==> src/rtl/chc_ram.sv <==
// ----------------------------------------------------------------------------
// chc_ram: generic single-port-write, single-port-read RAM
// One write and one registered read per cycle; read data holds when idle.
// ----------------------------------------------------------------------------
module chc_ram #(
  parameter int WIDTH = 8,
  parameter int DEPTH = 256
) (
  input  logic                     clk,
  input  logic                     we,
  input  logic [$clog2(DEPTH)-1:0] waddr,
  input  logic [WIDTH-1:0]         wdata,
  input  logic                     re,
  input  logic [$clog2(DEPTH)-1:0] raddr,
  output logic [WIDTH-1:0]         rdata
);

  logic [WIDTH-1:0] mem [DEPTH];

  // Write port
  always_ff @(posedge clk) begin
    if (we) begin
      mem[waddr] <= wdata;
    end
  end

  // Registered read port
  always_ff @(posedge clk) begin
    if (re) begin
      rdata <= mem[raddr];
    end
  end

endmodule

==> config.mk <==
export PLATFORM = sky130hd
export DESIGN_NAME = chc_ram
export DESIGN_NICKNAME = d
export VERILOG_FILES = /design/src/rtl/chc_ram.sv
export SDC_FILE = /design/constraint.sdc
export NUM_CORES = 2
export LEC_CHECK = 0
export BUFFER_PORTS_ARGS = -buffer_cell sky130_fd_sc_hd__buf_2
export CORE_ASPECT_RATIO = 1.75
export CORE_MARGIN = 4
export CORE_UTILIZATION = 60
export CTS_CLUSTER_SIZE = 16
export DETAILED_ROUTE_END_ITERATION = 10
export PLACE_DENSITY = 0.76
export RECOVER_POWER = 100
export SYNTH_ARGS = -nofsm -noshare
export SYNTH_HDL_FRONTEND = slang
export SYNTH_SLANG_ARGS = --single-unit
export TNS_END_PERCENT = 30
==> constraint.sdc <==
create_clock -name clk -period 3.6 [get_ports clk]
set_input_delay 0.18 -clock clk [delete_from_list [all_inputs] [get_ports clk]]
set_output_delay 0.18 -clock clk [all_outputs]
set_load 0.02 [all_outputs]
### After elaboration in Yosys (flattened, before gate mapping)

Memories as Yosys holds them, arrays and structs flattened. A register that Yosys moved wholly into a read port is not among the register bits.
Cells that the tools add are included.

* muxes and demuxes: 2

Operators with widths (count)
* 1-bit two-way mux: 2

* flip-flop bits (word level): 0
* bits in writable memories: 2048
* input bits: 27
* output and inout port bits: 8
* logic and storage cells: 3
* memories kept: 1

Memories
* mem: depth 256, width 8, rd ports 1, clocked after Yosys merged registers in 1, wr ports 1, RTL line 18 `logic [WIDTH-1:0] mem [DEPTH];`

### Depth between registers and ports, before layout

* depth after elaboration: 2
* gate-level depth with buffers: 11
* mapped depth without buffers: 6

### Worst setup path before layout

OpenSTA, ideal clock, no wires.

* path type: input -> register
* from: input raddr[0]
* to: register rdata[2], read port of mem (data pin)
* library setup time: 0.269 ns
* arrival: 1.987 ns
* required time: 3.331 ns
* path slack: 1.344 ns
* stages on the path: 9
* path buffers: 4
* cells stage by stage: buf_6 buf_12 buf_8 buf_2 mux4_2 a22oi_1 a21oi_1 nor4_1 nor4_2

RTL lines
* from (decl): RTL line 14 `input logic [$clog2(DEPTH)-1:0] raddr,`
* to (decl): RTL line 15 `output logic [WIDTH-1:0] rdata`

==> impl_metrics.yaml <==
floorplanning:
  die-area_um2: 138900
  rows: 176
  start_util: 0.6047
  io_pins: 35
  chipHeight_um: 489.9
  die_x_um: 283.4
  core_um2: 131700
grt:
  grt_overflow: 0
  track_usage: 0.2889
  grt_max_degree: 136
  grt_pass1_wl_um: 288200
  grt_pass1_vias: 40750
  antenna_found_initial: 12
timing:
  rsz0062_at_grt: "no"
  max_freq_mhz: 284.2
  skew_ns: 0.03716
  period_needed_ns: 3.519
  tightest_slew_ns: 3.190
  hold_ws_ns: 0.2374
  drv_slew: 1384
  slew_headroom: -1.127
  finalHoldViolCount: 0
  fin_crit_sh: 0.9775
  setup_violations: 0
cts:
  cts_setup_buffers: 0
  cts.sinks: 2056
  cts_max_level: 4
  cts_buffers: 167
  cts_tree: "yes"
  path_clk_slew_ns: 0.07
  clk_latency_ns: 0.81
  clockBufferDepth: 3
  root_buffer: "clkbuf_16"
yosys:
  synth_area_leaders: "edfxtp_1 (78%), mux4_2 (13%), mux2i_1 (1.7%)"
  synth-async-reset-ratio: 0
  synth_area_per_cell_um2: 21.33
  synth_seq_area_share: 0.7753
  ys_warn_count: 0
  ys.flop_type: "edfxtp_1"
  synth_area_um2: 79640
  synth_fp_nets: 3760
  synth_edf_count: 2056
  synth_cells: 3733
  yosysUniqueCellTypes: 54
  synth.top_cell.area_share: 0.7753
  synth_top_area_cell: "edfxtp_1"
  synth_seq_cells: 2056
layout:
  nets: 3974
  fin_util: 0.6661
  final_cell_area_um2: 87720
  multiInputGateArea_um2: 16480
  mostFrequentLayoutCells: "edfxtp_1 (2056), mux4_2 (454), nor2_1 (279)"
  synthToLayoutAreaGrowth_pct: 10.15
  num-fill-cells: 8078
  drive_above_1_share: 0.2113
  layout_commonest_cell: "edfxtp_1"
  ff_latch_area_um2: 61740
drt:
  routed_wl_um: 199200
  first_pass_iters: 8
  num_vias: 39690
  drtAntennaViolNets: 0
  wl_per_cell_um: 34.50
  routed_via_density: 6.875
  first_iter_violations: 5488
  drc: 0
critical_path:
  critical_path_class: "register to register"
  start_kind: "register"
  critPathCaptureType: "register"
  reg2reg_slack_ns: 0.08
  path_max_fanout: 1
  critPathRequiredTime_ns: 4.10
  arrival_ns: 4.02
worst_hold_path:
  min_path_type: "input pin to register"
place:
  gp_congestion: 0.9272
  post_dp_cell_area_um2: 82890
  numPortBuffers: 34
  hpwl_um: 128000
pwr:
  p_leak_nw: 26.96
  peakVddDrop_mv: 0.5443
  power_density_nw_per_um2: 535.4
run_status:
  status: "finished with violations"
  violations: "max-capacitance violations, max-slew violations"
flow_run:
  cap_violations: 28
==> power breakdown <==
part	total (W)	switching [W]	internal [W]
Sequential	0.0264	0.0000271	0.0264
Combinational	0.00245	0.00161	0.000842
Clock	0.0181	0.00820	0.00987
Total	0.0470	0.00984	0.0371
==> what timing repair did <==
item                      in CTS  in global routing
hold endpoints to repair      72                  0
resized for setup              0                  0
hold buffers                   2                  0
==> worst paths after layout <==
path	start	to	cells past startpoint
worst max-delay path	mem[211][3]$_DFFE_PP_	rdata[3]$_DFFE_PP_	6
worst min register to register	mem[28][2]$_DFFE_PP_	rdata[2]$_DFFE_PP_	6
worst min-delay path	waddr[0]	mem[171][6]$_DFFE_PP_	3
worst max register to register	mem[211][3]$_DFFE_PP_	rdata[3]$_DFFE_PP_	6
==> logic make-up (layout without fill, tap and decap cells) <==
group,count (synthesis),in the layout,share of synthesized area
DFF,2056,2056,0.7753
and+or+nand+nor,466,466,0.02625
AOI/OAI and AO/OA,385,385,0.03416
muxes,591,591,0.1460
other,0,8,0
buffers and inverters,235,576,0.01829
==> layout make-up <==
type / count / share of cell area
Clock buffer: 204 / 0.05020
Antenna cell: 8 / 0.0002282
Sequential cell: 2056 / 0.7038
Clock inverter: 92 / 0.01050
Multi-Input combinational cell: 1442 / 0.1879
Tap cell: 1691 / 0.02412
Timing Repair Buffer: 278 / 0.02309
Inverter: 2 / 0.00008558
==> synthesized netlist by cell type, types with 3 or more instances <==
library cell,instances
edfxtp_1,2056
mux4_2,454
nor2_1,282
mux2i_1,134
a22oi_1,133
clkbuf_1,111
a21oi_1,96
o221ai_1,46
nand3_1,34
nand2_1,33
buf_2,31
nor2b_1,31
o22ai_1,28
buf_4,27
nor4_1,24
buf_1,22
nor3_1,22
buf_6,21
a211oi_1,16
a221oi_1,13
buf_8,13
nand4_1,10
o211ai_1,10
o21ai_0,10
a22o_1,8
buf_12,8
nand2b_1,8
and2_1,6
o22a_1,5
o32ai_1,4
or2_2,4
nor4_2,3
==> metal layers <==
metal	part of all wire	global-route usage
met1	0.31	0.3444
met2	0.52	0.4903
met3	0.090	0.05112
met4	0.078	0.1843
met5	0.00017	0
==> registers in the layout (all words and copies together) (netlist names) <==
| register | flops |
|---|---|
| rdata | 8 |
| mem | 2048 |
==> critical path: stages, from the launching register on <==
cell,delay [ns]
edfxtp_1,0.37
mux4_2,0.48
a22o_1,0.27
a221oi_1,0.84
o32ai_1,0.26
nor3_1,0.90
nor4_1,0.12
==> metrics by stage <==
| stage | setup TNS, ns | std cells | setup slack [ns] | power, W |
|---|---|---|---|---|
| after global routing | 0 | 5767 | 0.1089 | 0.04820 |
| after global placement | -0.2863 | 5467 | -0.2397 | 0.02935 |
| after detailed placement | -0.3357 | 5467 | -0.2593 | 0.02939 |
| after floorplan | 0 | 3733 | 1.344 | 0.02822 |
| after CTS | 0 | 5765 | 0.3146 | 0.04711 |
| final | 0 | 5773 | 0.08115 | 0.04697 |
Power figures use the tool's default switching activity.
